`src/sv/brr_pkg.sv`:
```
// Shared types and constants for the bitmap range reduction block.
`default_nettype none

package brr_pkg;

  localparam int WORD_BITS   = 32;
  localparam int VECTOR_BITS = 65536;
  localparam int LANE_BITS   = 8;
  localparam int NUM_LANES   = WORD_BITS / LANE_BITS;

  localparam int POS_W      = 17;
  localparam int CNT_W      = 17;
  localparam int WNUM_W     = 11;
  localparam int OFF_W      = POS_W + 1;
  localparam int WORD_SHIFT = $clog2(WORD_BITS);
  localparam int BIT_IDX_W  = $clog2(WORD_BITS);
  localparam int LANE_SEL_W = $clog2(LANE_BITS);
  localparam int LANE_IDX_W = $clog2(NUM_LANES);
  localparam int LANE_CNT_W = $clog2(LANE_BITS + 1);
  localparam int WCNT_W     = $clog2(WORD_BITS + 1);
  localparam int CFG_IDX_W  = 1;

  localparam logic [POS_W-1:0] POS_MAX   = POS_W'(VECTOR_BITS);
  localparam logic [CNT_W-1:0] CNT_SAT   = {CNT_W{1'b1}};
  localparam logic [POS_W-1:0] FROM_RST  = POS_W'(1);
  localparam logic [POS_W-1:0] TO_RST    = POS_W'(VECTOR_BITS);

  typedef enum logic [CFG_IDX_W-1:0] {
    REG_RANGE_FROM = 1'b0,
    REG_RANGE_TO   = 1'b1
  } cfg_reg_t;

  // What one lane finds in its slice of the word.
  typedef struct packed {
    logic [LANE_CNT_W-1:0] cnt;
    logic                  any_set;
    logic                  any_clear;
    logic [BIT_IDX_W-1:0]  first_idx;
    logic [BIT_IDX_W-1:0]  last_idx;
  } lane_res_t;

  // Control for the word held between the lanes and the merge.
  typedef struct packed {
    logic              valid;
    logic              final_word;
    logic [WNUM_W-1:0] word_number;
  } stage_t;

  typedef struct packed {
    logic [CNT_W-1:0] set_count;
    logic             any_set;
    logic             all_set;
    logic             lowest_found;
    logic [POS_W-1:0] lowest_position;
    logic             highest_found;
    logic [POS_W-1:0] highest_position;
  } result_t;

endpackage

`default_nettype wire

```
`src/sv/brr_lane.sv`:
```
// One lane: masks, counts and priority-encodes one slice of a data word.
`default_nettype none

module brr_lane import brr_pkg::*; (
  input  logic [LANE_IDX_W-1:0]   lane_idx,
  input  logic [LANE_BITS-1:0]    slice,
  input  logic signed [OFF_W-1:0] lo_off,
  input  logic signed [OFF_W-1:0] hi_off,
  output lane_res_t               res
);

  logic [LANE_BITS-1:0]  in_rng;
  logic [LANE_BITS-1:0]  hit;
  logic [LANE_BITS-1:0]  miss;
  logic [LANE_SEL_W-1:0] first_sel;
  logic [LANE_SEL_W-1:0] last_sel;
  logic [LANE_CNT_W-1:0] cnt;

  // Bit k of the word lies in range when lo_off <= k < hi_off.
  always_comb begin
    logic signed [OFF_W-1:0] kk;
    for (int j = 0; j < LANE_BITS; j++) begin
      kk = signed'(OFF_W'({lane_idx, LANE_SEL_W'(j)}));
      in_rng[j] = (kk >= lo_off) && (kk < hi_off);
    end
  end

  assign hit  = slice & in_rng;
  assign miss = ~slice & in_rng;

  always_comb begin
    cnt       = '0;
    first_sel = '0;
    last_sel  = '0;
    for (int j = 0; j < LANE_BITS; j++) begin
      cnt = cnt + LANE_CNT_W'(hit[j]);
    end
    for (int j = LANE_BITS - 1; j >= 0; j--) begin
      if (hit[j]) first_sel = LANE_SEL_W'(j);
    end
    for (int j = 0; j < LANE_BITS; j++) begin
      if (hit[j]) last_sel = LANE_SEL_W'(j);
    end
  end

  assign res.cnt       = cnt;
  assign res.any_set   = |hit;
  assign res.any_clear = |miss;
  assign res.first_idx = {lane_idx, first_sel};
  assign res.last_idx  = {lane_idx, last_sel};

endmodule

`default_nettype wire

```
`src/sv/brr_merge.sv`:
```
// Merge stage: folds lane results into the running state and holds the result word.
`default_nettype none

module brr_merge import brr_pkg::*; (
  input  logic                        clk,
  input  logic                        rst_n,
  input  stage_t                      stage,
  input  lane_res_t [NUM_LANES-1:0]   lane_res,
  input  logic                        out_stall,
  output logic                        take,
  output logic                        out_valid,
  output result_t                     result
);

  logic [CNT_W-1:0] count_acc_r, count_acc_nxt;
  logic             any_acc_r, any_acc_nxt;
  logic             all_acc_r, all_acc_nxt;
  logic             low_seen_r, low_seen_nxt;
  logic [POS_W-1:0] low_pos_r, low_pos_nxt;
  logic             high_seen_r, high_seen_nxt;
  logic [POS_W-1:0] high_pos_r, high_pos_nxt;
  logic             out_valid_r, out_valid_nxt;
  result_t          result_r, result_nxt;

  logic [WCNT_W-1:0]    wcnt;
  logic                 wany;
  logic                 wclear;
  logic [BIT_IDX_W-1:0] wfirst;
  logic [BIT_IDX_W-1:0] wlast;
  logic [POS_W-1:0]     base;
  logic [POS_W-1:0]     wlow_pos;
  logic [POS_W-1:0]     whigh_pos;
  logic [POS_W:0]       cnt_sum;
  logic                 emit;

  // Take the held word unless it is final and the result slot is still full.
  assign take = stage.valid && (!stage.final_word || !out_valid_r || !out_stall);
  assign emit = take && stage.final_word;

  always_comb begin
    wcnt   = '0;
    wany   = 1'b0;
    wclear = 1'b0;
    wfirst = '0;
    wlast  = '0;
    for (int l = 0; l < NUM_LANES; l++) begin
      wcnt   = wcnt + WCNT_W'(lane_res[l].cnt);
      wany   = wany | lane_res[l].any_set;
      wclear = wclear | lane_res[l].any_clear;
    end
    for (int l = NUM_LANES - 1; l >= 0; l--) begin
      if (lane_res[l].any_set) wfirst = lane_res[l].first_idx;
    end
    for (int l = 0; l < NUM_LANES; l++) begin
      if (lane_res[l].any_set) wlast = lane_res[l].last_idx;
    end
  end

  assign base      = POS_W'({stage.word_number, {WORD_SHIFT{1'b0}}});
  assign wlow_pos  = base + POS_W'(wfirst) + POS_W'(1);
  assign whigh_pos = base + POS_W'(wlast) + POS_W'(1);
  assign cnt_sum   = (POS_W + 1)'(count_acc_r) + (POS_W + 1)'(wcnt);

  always_comb begin
    count_acc_nxt = count_acc_r;
    any_acc_nxt   = any_acc_r;
    all_acc_nxt   = all_acc_r;
    low_seen_nxt  = low_seen_r;
    low_pos_nxt   = low_pos_r;
    high_seen_nxt = high_seen_r;
    high_pos_nxt  = high_pos_r;
    if (take) begin
      count_acc_nxt = cnt_sum[POS_W] ? CNT_SAT : cnt_sum[CNT_W-1:0];
      any_acc_nxt   = any_acc_r | wany;
      all_acc_nxt   = all_acc_r & ~wclear;
      if (wany && (!low_seen_r || wlow_pos < low_pos_r)) begin
        low_seen_nxt = 1'b1;
        low_pos_nxt  = wlow_pos;
      end
      if (wany && (!high_seen_r || whigh_pos > high_pos_r)) begin
        high_seen_nxt = 1'b1;
        high_pos_nxt  = whigh_pos;
      end
    end
  end

  always_comb begin
    result_nxt    = result_r;
    out_valid_nxt = out_valid_r && out_stall;
    if (emit) begin
      result_nxt.set_count        = count_acc_nxt;
      result_nxt.any_set          = any_acc_nxt;
      result_nxt.all_set          = all_acc_nxt;
      result_nxt.lowest_found     = low_seen_nxt;
      result_nxt.lowest_position  = low_pos_nxt;
      result_nxt.highest_found    = high_seen_nxt;
      result_nxt.highest_position = high_pos_nxt;
      out_valid_nxt               = 1'b1;
    end
  end

  always_ff @(posedge clk) begin
    if (!rst_n || emit) begin
      count_acc_r <= '0;
      any_acc_r   <= 1'b0;
      all_acc_r   <= 1'b1;
      low_seen_r  <= 1'b0;
      low_pos_r   <= '0;
      high_seen_r <= 1'b0;
      high_pos_r  <= '0;
    end else begin
      count_acc_r <= count_acc_nxt;
      any_acc_r   <= any_acc_nxt;
      all_acc_r   <= all_acc_nxt;
      low_seen_r  <= low_seen_nxt;
      low_pos_r   <= low_pos_nxt;
      high_seen_r <= high_seen_nxt;
      high_pos_r  <= high_pos_nxt;
    end
  end

  always_ff @(posedge clk) begin
    if (!rst_n) begin
      out_valid_r <= 1'b0;
    end else begin
      out_valid_r <= out_valid_nxt;
    end
  end

  always_ff @(posedge clk) begin
    result_r <= result_nxt;
  end

  assign out_valid = out_valid_r;
  assign result    = result_r;

endmodule

`default_nettype wire

```
`src/sv/bitmap_range_reduction.sv`:
```
// Top level of the bitmap range reduction block.
//
// Usage: stream the words of a bit vector on the in_ channel, one word per
// accepted beat, with in_word_number giving the word's index and
// in_final_word marking the last word. Bit k of word n is position
// n*32 + k + 1. Only positions inside [range_from, range_to] are judged;
// range_from 0 acts as 1 and range_to is clipped to the vector size.
// On the final word one result word leaves on the out_ channel: set count
// (saturating), any/all flags, and the lowest and highest set positions.
// The running state clears right after that word is folded in.
// Configuration: write range_from (index 0) or range_to (index 1) through
// the cfg_ channel while no vector is in flight; cfg_ready is always high.
// Throughput: one word per cycle while in_stall is low, also across vector
// boundaries. The final word is held in the lanes' register first, and the
// merge loads the result register when it takes that word.
// Stalls: the result register holds while out_stall is high; the merge
// keeps taking non-final words, and in_stall rises only when a final word
// waits behind an undelivered result.
// Reset (rst_n low, synchronous) clears the running state, drops any held
// word and result, and restores range_from to 1 and range_to to 65536.
`default_nettype none

module bitmap_range_reduction import brr_pkg::*; (
  input  logic                 clk,
  input  logic                 rst_n,
  // input words
  input  logic                 in_valid,
  output logic                 in_stall,
  input  logic [WORD_BITS-1:0] in_data_word,
  input  logic [WNUM_W-1:0]    in_word_number,
  input  logic                 in_final_word,
  // results
  output logic                 out_valid,
  input  logic                 out_stall,
  output logic [CNT_W-1:0]     out_set_count,
  output logic                 out_any_set,
  output logic                 out_all_set,
  output logic                 out_lowest_found,
  output logic [POS_W-1:0]     out_lowest_position,
  output logic                 out_highest_found,
  output logic [POS_W-1:0]     out_highest_position,
  // register writes
  input  logic                 cfg_valid,
  output logic                 cfg_ready,
  input  logic [CFG_IDX_W-1:0] cfg_index,
  input  logic [POS_W-1:0]     cfg_wdata
);

  logic [POS_W-1:0] range_from_r;
  logic [POS_W-1:0] range_to_r;
  logic [POS_W-1:0] lo_eff;
  logic [POS_W-1:0] hi_eff;
  logic [POS_W-1:0] in_base;

  logic signed [OFF_W-1:0] lo_off;
  logic signed [OFF_W-1:0] hi_off;

  lane_res_t [NUM_LANES-1:0] lane_res;
  lane_res_t [NUM_LANES-1:0] lane_res_r;
  stage_t                    stage_r, stage_nxt;
  logic                      take;
  logic                      in_accept;
  result_t                   result;

  // Register writes are always taken; index 0 writes range_from, index 1 range_to.
  assign cfg_ready = 1'b1;

  always_ff @(posedge clk) begin
    if (!rst_n) begin
      range_from_r <= FROM_RST;
      range_to_r   <= TO_RST;
    end else if (cfg_valid) begin
      unique case (cfg_reg_t'(cfg_index))
        REG_RANGE_FROM: range_from_r <= cfg_wdata;
        REG_RANGE_TO:   range_to_r   <= cfg_wdata;
      endcase
    end
  end

  // Clamp the range to the positions that exist.
  assign lo_eff = (range_from_r == '0) ? POS_W'(1) : range_from_r;
  assign hi_eff = (range_to_r > POS_MAX) ? POS_MAX : range_to_r;

  // Turn the range into bit offsets relative to this word: bit k is in range
  // when lo_off <= k < hi_off. An empty range yields no k at all.
  assign in_base = POS_W'({in_word_number, {WORD_SHIFT{1'b0}}});
  assign lo_off  = signed'({1'b0, lo_eff}) - OFF_W'(1) - signed'({1'b0, in_base});
  assign hi_off  = signed'({1'b0, hi_eff}) - signed'({1'b0, in_base});

  for (genvar l = 0; l < NUM_LANES; l++) begin : g_lane
    brr_lane u_lane (
      .lane_idx (LANE_IDX_W'(l)),
      .slice    (in_data_word[l*LANE_BITS +: LANE_BITS]),
      .lo_off   (lo_off),
      .hi_off   (hi_off),
      .res      (lane_res[l])
    );
  end

  // Hold the word in the lane register while the merge cannot take it.
  assign in_stall  = stage_r.valid && !take;
  assign in_accept = in_valid && !in_stall;

  always_comb begin
    stage_nxt       = stage_r;
    stage_nxt.valid = stage_r.valid && !take;
    if (in_accept) begin
      stage_nxt.valid       = 1'b1;
      stage_nxt.final_word  = in_final_word;
      stage_nxt.word_number = in_word_number;
    end
  end

  always_ff @(posedge clk) begin
    if (!rst_n) begin
      stage_r.valid <= 1'b0;
    end else begin
      stage_r.valid <= stage_nxt.valid;
    end
    stage_r.final_word  <= stage_nxt.final_word;
    stage_r.word_number <= stage_nxt.word_number;
    if (in_accept) begin
      lane_res_r <= lane_res;
    end
  end

  brr_merge u_merge (
    .clk       (clk),
    .rst_n     (rst_n),
    .stage     (stage_r),
    .lane_res  (lane_res_r),
    .out_stall (out_stall),
    .take      (take),
    .out_valid (out_valid),
    .result    (result)
  );

  assign out_set_count        = result.set_count;
  assign out_any_set          = result.any_set;
  assign out_all_set          = result.all_set;
  assign out_lowest_found     = result.lowest_found;
  assign out_lowest_position  = result.lowest_position;
  assign out_highest_found    = result.highest_found;
  assign out_highest_position = result.highest_position;

endmodule

`default_nettype wire

```
`config.mk`:
```
export PLATFORM = sky130hd
export DESIGN_NAME = bitmap_range_reduction
export DESIGN_NICKNAME = d
export VERILOG_FILES = /design/src/sv/brr_pkg.sv /design/src/sv/brr_lane.sv /design/src/sv/brr_merge.sv /design/src/sv/bitmap_range_reduction.sv
export SDC_FILE = /design/constraint.sdc
export NUM_CORES = 1
export LEC_CHECK = 0
export ABC_AREA = 1
export BUFFER_PORTS_ARGS = -buffer_cell sky130_fd_sc_hd__buf_2
export CAP_MARGIN = 20
export CORE_MARGIN = 4
export CORE_UTILIZATION = 55
export DETAILED_ROUTE_END_ITERATION = 12
export PLACE_DENSITY = 0.79
export SYNTH_ARGS = -nofsm -noshare
export SYNTH_HDL_FRONTEND = slang
export SYNTH_SLANG_ARGS = --single-unit
```
`constraint.sdc`:
```
create_clock -name clk -period 12.3 [get_ports clk]
set_clock_uncertainty 0.15 [all_clocks]
set_input_delay 1.23 -clock clk [delete_from_list [all_inputs] [get_ports clk]]
set_output_delay 1.23 -clock clk [all_outputs]
set_load 0.005 [all_outputs]
```
# Yosys cells after proc, flatten, opt, wreduce, memory -nomap -nowiden
# Index checks and enable logic that the tools add are counted.
[classes]
multipliers = 0
mux = 76
bitwise = 22
n_reduce_logical = 79
n_eq_ne = 0
n_shift = 0
n_addsub = 39
div = 0
n_lt_le_gt_ge = 67
[op_table]
columns = ["cell", "n"]
rows = [
  ["greater-or-equal comparator 6 x 18 -> 1 bit (first input constant)", 16],
  ["less-than comparator 6 x 18 -> 1 bit (first input constant)", 16],
  ["greater-or-equal comparator 5 x 18 -> 1 bit (first input constant)", 8],
  ["less-than comparator 5 x 18 -> 1 bit (first input constant)", 8],
  ["2-to-1 mux 17 bit", 8],
  ["adder 4 x 1 -> 4 bit", 24],
  ["greater-or-equal comparator 4 x 18 -> 1 bit (first input constant)", 4],
  ["less-than comparator 4 x 18 -> 1 bit (first input constant)", 4],
  ["bitwise AND 8 bit", 8],
  ["OR reduction 8 bit", 8],
  ["2-to-1 mux 3 bit", 17],
  ["2-to-1 mux 2 bit", 24],
  ["logical AND 1 bit", 39],
  ["greater-or-equal comparator 3 x 18 -> 1 bit (first input constant)", 2],
  ["less-than comparator 3 x 18 -> 1 bit (first input constant)", 2],
  ["adder 16 x 5 -> 17 bit", 2],
  ["adder 17 x 1 -> 17 bit (second input constant)", 2],
  ["inverter 8 bit", 4],
  ["OR reduction 4 bit", 8],
  ["2-to-1 mux 5 bit", 6],
  ["2-to-1 mux 1 bit", 19],
  ["adder 17 x 6 -> 18 bit", 1],
  ["greater-or-equal comparator 1 x 18 -> 1 bit (first input constant)", 1],
  ["greater-or-equal comparator 2 x 18 -> 1 bit (first input constant)", 1],
  ["other kinds (21)", 51],
]
[word_totals]
ff_bits = 206
output_inout_bits = 58
mem_bits_ro = 0
memories = 0
mem_bits_rw = 0
latch_bits = 0

# Logic depth before layout (Yosys ltp)
[logic_depth]
ltp_word = 14
mapped_depth = 37

# Modules after synthesis
# A second synthesis with hierarchy kept.
[hier_totals]
hier_cells = 2285
area_unflattened_um2 = 16960.0
[modules_own_cells]
columns = ["mod", "area_each_um2", "seq_area_each_um2", "cells_per_inst", "n_inst"]
rows = [
  ["brr_merge", 6961.7, 2772.7, 944, 1],
  ["bitmap_range_reduction", 4999.8, 2982.9, 483, 1],
  ["brr_lane at g_lane[1].u_lane ...", 1248.7, 0.0, 214, 3],
  ["brr_lane at g_lane[0].u_lane", 1252.5, 0.0, 216, 1],
]

# Least setup slack after synthesis
# OpenSTA, ideal clock, no wires.
[synth_path]
kind = "input to register"
start = "input in_word_number[0]"
end = "register lane_res_r[13] (netlist bit) (data pin)"
n_path_buf = 0
t_arrival_ns = 5.686
slack_ns = 6.335
path_stages = 28
required_ns = 12.021
cell_sequence = "ha_1 > fa_1 > inv_1 > nand2_1 > o21ai_2 > nand4_1 > nand2_1 > nand2_1 > nand2_1 > nand2_1 > nand2_1 > nand2_1 > nor2_1 > nand2_1 > inv_2 > nand2_1 > o211ai_1 > nor2_2 > inv_1 > ha_1 > fa_1 > inv_1 > fa_1 > inv_1 > fa_1 > inv_1 > fa_1 > inv_1"
[synth_between]
elab_chain_cells = 11
[synth_lines]
columns = ["element", "line_no", "text"]
rows = [
  ["start, declared", "bitmap_range_reduction.sv:30", "input logic [WNUM_W-1:0] in_word_number,"],
  ["subtractor 18 x 17 -> 18 bit / subtractor 17 x 16 -> 18 bit (equally long branches)", "bitmap_range_reduction.sv:87, bitmap_range_reduction.sv:88", ""],
  ["greater-or-equal comparator 1 x 18 -> 1 bit, or another cell as far along", "brr_lane.sv:24", "in_rng[j] = (kk >= lo_off) && (kk < hi_off);"],
  ["logical AND 1 bit", "brr_lane.sv:24", ""],
  ["bitwise AND 8 bit *", "brr_lane.sv:28", "assign hit = slice & in_rng;"],
  ["adder 1 x 1 -> 2 bit", "brr_lane.sv:36", "cnt = cnt + LANE_CNT_W'(hit[j]);"],
  ["adder 4 x 1 -> 4 bit (5 in series)", "brr_lane.sv:36", ""],
  ["adder 4 x 1 -> 4 bit *", "brr_lane.sv:36", ""],
  ["named net g_lane[0].u_lane.cnt[1]", "brr_lane.sv:17", "logic [LANE_CNT_W-1:0] cnt;"],
  ["end signal, assigned", "bitmap_range_reduction.sv:123", "lane_res_r <= lane_res;"],
  ["end, declared", "bitmap_range_reduction.sv:59", "lane_res_t [NUM_LANES-1:0] lane_res_r;"],
]
# The timed path passes the listed nets; every way through them passes the cells marked *.
# A chain may end at the register's enable or synchronous reset.

# Worst setup path after layout
[layout_path]
start = "register range_to_r[14]"
end = "register lane_res_r[13] (netlist bit) (data pin)"
[layout_between]
elab_chain_cells = 13
[layout_lines]
columns = ["element", "line_no", "text"]
rows = [
  ["start, declared", "bitmap_range_reduction.sv:50", "logic [POS_W-1:0] range_to_r;"],
  ["start signal, assigned", "bitmap_range_reduction.sv:75", "REG_RANGE_TO: range_to_r <= cfg_wdata;"],
  ["> comparator 17 bit", "bitmap_range_reduction.sv:82", "assign hi_eff = (range_to_r > POS_MAX) ? POS_MAX : range_to_r;"],
  ["2-to-1 mux 17 bit *", "bitmap_range_reduction.sv:82", ""],
  ["subtractor 17 x 16 -> 18 bit *", "bitmap_range_reduction.sv:88", "assign hi_off = signed'({1'b0, hi_eff}) - signed'({1'b0, in_base});"],
  ["less-than comparator 1 x 18 -> 1 bit / less-than comparator 2 x 18 -> 1 bit (equally long branches)", "brr_lane.sv:24", ""],
  ["logical AND 1 bit", "brr_lane.sv:24", ""],
  ["bitwise AND 8 bit *", "brr_lane.sv:28", ""],
  ["adder 1 x 1 -> 2 bit", "brr_lane.sv:36", ""],
  ["adder 4 x 1 -> 4 bit (5 in series)", "brr_lane.sv:36", ""],
  ["adder 4 x 1 -> 4 bit *", "brr_lane.sv:36", ""],
  ["named net g_lane[0].u_lane.cnt[1]", "brr_lane.sv:17", ""],
]
# Marked as above.

==> impl_metrics.xml <==
<?xml version="1.0" encoding="UTF-8"?>
<metrics>
  <group name="route">
    <metric name="drt-vias-per-instance" unit="">5.308</metric>
    <metric name="detailedRoute.firstIterationViolations" unit="">878</metric>
    <metric name="detailroute.via_count" unit="">11960</metric>
    <metric name="detail-route-antenna-nets" unit="">0</metric>
    <metric name="wire_per_inst" unit="um">15.45</metric>
    <metric name="drt_pre_antenna_iters" unit="">6</metric>
    <metric name="routed_wirelength" unit="mm">34.81</metric>
    <metric name="drc_errors" unit="">0</metric>
  </group>
  <group name="setup_path">
    <metric name="path_common_cell" unit="">inv_1</metric>
    <metric name="arrival" unit="ps">7070</metric>
    <metric name="crit_path_end_kind" unit="">register</metric>
    <metric name="critical_path.n_buffers_inverters" unit="">8</metric>
    <metric name="crit_path_max_fanout" unit="">18</metric>
    <metric name="worstSetupPathType" unit="">register to register</metric>
    <metric name="timing.critical_path.slowest_cell_delay" unit="ps">670</metric>
    <metric name="cp-startpoint" unit="">range_to_r[14]</metric>
    <metric name="critical_path.top_delay_family" unit="">adder cells</metric>
    <metric name="critical_path.slowest_cell" unit="">clkinv_1</metric>
    <metric name="rr_startpoint" unit="">range_to_r[14]</metric>
    <metric name="startpoint_type_of_the_worst_setup_path" unit="">register</metric>
    <metric name="worst_ep_required_time" unit="ps">12520</metric>
  </group>
  <group name="timing">
    <metric name="relSlewSlack" unit="%">36.87</metric>
    <metric name="setup_viol" unit="">0</metric>
    <metric name="fmax" unit="MHz">146.1</metric>
    <metric name="timing_max_transition_violations_final" unit="">0</metric>
    <metric name="tightest_slew" unit="ps">944.6</metric>
    <metric name="rsz_0062_raised_after_global_routing" unit="">false</metric>
    <metric name="timing.final.crit_period" unit="ps">6843</metric>
    <metric name="setup_tns" unit="ps">0</metric>
    <metric name="final_hold_viol_count" unit="">0</metric>
    <metric name="final.period_utilization" unit="%">55.63</metric>
  </group>
  <group name="floorplanning">
    <metric name="num_rows" unit="">57</metric>
    <metric name="start_util" unit="%">56.64</metric>
    <metric name="die_area" unit="um2">27950</metric>
    <metric name="dieWidth" unit="um">167.2</metric>
    <metric name="fp.coreArea" unit="um2">24600</metric>
    <metric name="num_io_pins" unit="">125</metric>
    <metric name="dieHeight" unit="um">167.2</metric>
  </group>
  <group name="layout">
    <metric name="drive_above_1_share" unit="%">14.06</metric>
    <metric name="postLayoutCoreUtil" unit="%">63.03</metric>
    <metric name="area_growth" unit="%">11.28</metric>
    <metric name="finalNonFillerCells" unit="">2253</metric>
    <metric name="layout.nets" unit="">2093</metric>
    <metric name="nFillCells" unit="">2149</metric>
  </group>
  <group name="clock_tree">
    <metric name="cts.clk_slew.worst_paths" unit="ps">60</metric>
    <metric name="insertion_delay" unit="ps">510</metric>
    <metric name="max-clock-path-buffers" unit="">3</metric>
    <metric name="cts_root_buffer" unit="">clkbuf_16</metric>
    <metric name="cts_tree" unit="">done</metric>
    <metric name="setup_repair_bufs_after_cts" unit="">0</metric>
    <metric name="h-tree-depth" unit="">1</metric>
    <metric name="post_cts_resize_count" unit="">0</metric>
    <metric name="clkSinkCount" unit="">206</metric>
    <metric name="tritoncts_buffer_count" unit="">23</metric>
    <metric name="hold_buffers" unit="">0</metric>
  </group>
  <group name="power_and_ir_drop">
    <metric name="ir_worst_vdd" unit="uV">148.5</metric>
    <metric name="cellPowerDensity" unit="nW/um2">154.7</metric>
    <metric name="leakage" unit="nW">7.592</metric>
    <metric name="post-layout-total-power" unit="mW">2.399</metric>
  </group>
  <group name="yosys">
    <metric name="async_flop_share" unit="%">0</metric>
    <metric name="synth_enable_flop_cells" unit="">115</metric>
    <metric name="netlist_instances" unit="">1807</metric>
    <metric name="synth.ff_latch_count" unit="">206</metric>
    <metric name="synth.net_count" unit="">1989</metric>
    <metric name="synth_area" unit="um2">13940</metric>
    <metric name="synth_ff_type" unit="">edfxtp_1</metric>
    <metric name="synth_area_per_cell" unit="um2">7.712</metric>
    <metric name="synth-seq-area-share" unit="%">37.85</metric>
    <metric name="synthDistinctLibCells" unit="">58</metric>
    <metric name="synth_warnings" unit="">0</metric>
  </group>
  <group name="grt">
    <metric name="grt_max_degree" unit="">61</metric>
    <metric name="global_route_wire_length_before_repair" unit="mm">56.71</metric>
    <metric name="groute.usage.overall" unit="%">24.41</metric>
    <metric name="antenna_found_initial" unit="">3</metric>
    <metric name="grt_pass1_vias" unit="">11660</metric>
    <metric name="grt_overflow_total" unit="">0</metric>
  </group>
  <group name="placement">
    <metric name="dpl.cell_count" unit="">2210</metric>
    <metric name="hpwl_dp" unit="mm">28.13</metric>
    <metric name="final_weighted_congestion_in_routability_driven_placement" unit="">0.9386</metric>
    <metric name="buffer_ports.inserted" unit="">123</metric>
  </group>
  <group name="run">
    <metric name="drv.max_cap_violation_count" unit="">0</metric>
  </group>
  <group name="min_path">
    <metric name="hold_start" unit="">u_merge.any_acc_r</metric>
    <metric name="hold_path_class" unit="">register to register</metric>
  </group>
  <group name="status">
    <metric name="status" unit="">complete, no violations</metric>
  </group>
</metrics>
logic make-up after synthesis:
logic type	count (synthesis)	synth area share, %
AO/OA/AOI/OAI	250	10.02
buffers and inverters	372	10.24
other	1	0.02691
XOR/XNOR	54	3.555
AND/OR/NAND/NOR	807	26.54
multiplexers	2	0.1437
adder cells (fa/ha/maj)	115	11.62
flip-flops	206	37.85
flip-flops by register name, summed over array words and instances (netlist names):
name                 cells
stage_r                 13
u_merge.high_seen_r      1
u_merge.any_acc_r        1
u_merge.low_seen_r       1
u_merge.count_acc_r     17
range_to_r              17
u_merge.result          55
u_merge.low_pos_r       17
u_merge.high_pos_r      17
u_merge.out_valid        1
range_from_r            17
lane_res_r              48
u_merge.all_acc_r        1
synth_stat cells (5+ instances only):
cell type / n / area share [%]
clkbuf_1: 37 / 1.0
o21ai_2: 5 / 0.31
ha_1: 91 / 8.2
a211oi_1: 6 / 0.32
or2_2: 6 / 0.27
a31oi_1: 6 / 0.27
edfxtp_1: 115 / 25
buf_2: 7 / 0.25
o21bai_1: 5 / 0.27
nand2_2: 16 / 0.72
xnor2_1: 18 / 1.1
o21ai_1: 20 / 0.72
nand3_1: 100 / 3.6
fa_1: 24 / 3.4
nor2_2: 12 / 0.54
nand3_2: 19 / 1.4
nor2_4: 11 / 0.89
nor3_1: 25 / 0.90
inv_1: 308 / 8.3
nor3_2: 6 / 0.43
nor2_1: 201 / 5.4
nor4_1: 5 / 0.22
and2_1: 6 / 0.27
nand2_1: 351 / 9.5
xor2_1: 33 / 2.1
a21oi_1: 85 / 3.1
dfxtp_1: 91 / 13
nand3b_1: 5 / 0.27
nand4_1: 34 / 1.5
a21oi_2: 5 / 0.31
inv_2: 14 / 0.38
o22ai_1: 11 / 0.49
o21ai_0: 90 / 3.2
layer usage:
| layer | routed length, um | global-route usage [%] |
|---|---|---|
| met5 | 13 | 0 |
| met2 | 16750 | 42.64 |
| met3 | 1931 | 3.065 |
| met1 | 15020 | 31.75 |
| met4 | 1088 | 7.692 |
layout by cell type, fill, tap and decap left out, drive strengths merged, types with 7 or more instances in the layout:
master / n
nand2: 369
inv: 324
nor2: 224
buf: 127
nand3: 119
edfxtp: 115
o21ai: 115
ha: 91
dfxtp: 91
a21oi: 90
nand4: 37
xor2: 34
nor3: 31
clkbuf: 29
fa: 24
xnor2: 20
o22ai: 11
clkinv: 11
a211oi: 7
and2: 7
or2: 7
report_power, final:
part           switching [mW]  total [mW]  internal, mW
Combinational           0.563       0.905         0.342
Sequential             0.0310       0.844         0.813
Clock                   0.278       0.649         0.371
Total                   0.872        2.40          1.53
area by class of cell:
cell class	instances	area, um2	area share [%]
clock inverter	12	80.08	0.5164
inverter	324	1216	7.843
sequential	206	5275	34.02
multi-input combinational	1229	7241	46.69
timing repair buffer	127	645.6	4.163
antenna	2	5.005	0.03227
tap	324	405.4	2.614
clock buffer	29	639.4	4.123
final timing paths:
path | to | slack [ps] | cells past startpoint
setup / recovery | lane_res_r[13] | 5460 | 29
hold reg to reg | u_merge.any_acc_r | 310 | 2
setup reg to reg | lane_res_r[13] | 5460 | 29
hold / removal | u_merge.any_acc_r | 310 | 2
worst reg2reg max path: cells and delay by family (launching register included):
kind	cells	cell delay [ps]
AOI/OAI and AO/OA	3	710
adders and majority gates	6	2450
buffers and inverters	8	1340
DFF	1	300
and+or+nand+nor	12	1760
through the flow:
stage / worst slack [ps] / cell area [um2] / hold WS, ps
finish: 5457 / 15510 / 305.4
global route: 4983 / 15510 / 324.4
CTS: 5523 / 15500 / 305.8
detailed placement: 5407 / 14780 / 297.8
global placement: 5598 / 14780 / 289.9
floorplan: 6335 / 13940 / 281.8
No activity file was read; power rests on OpenSTA's default activity.
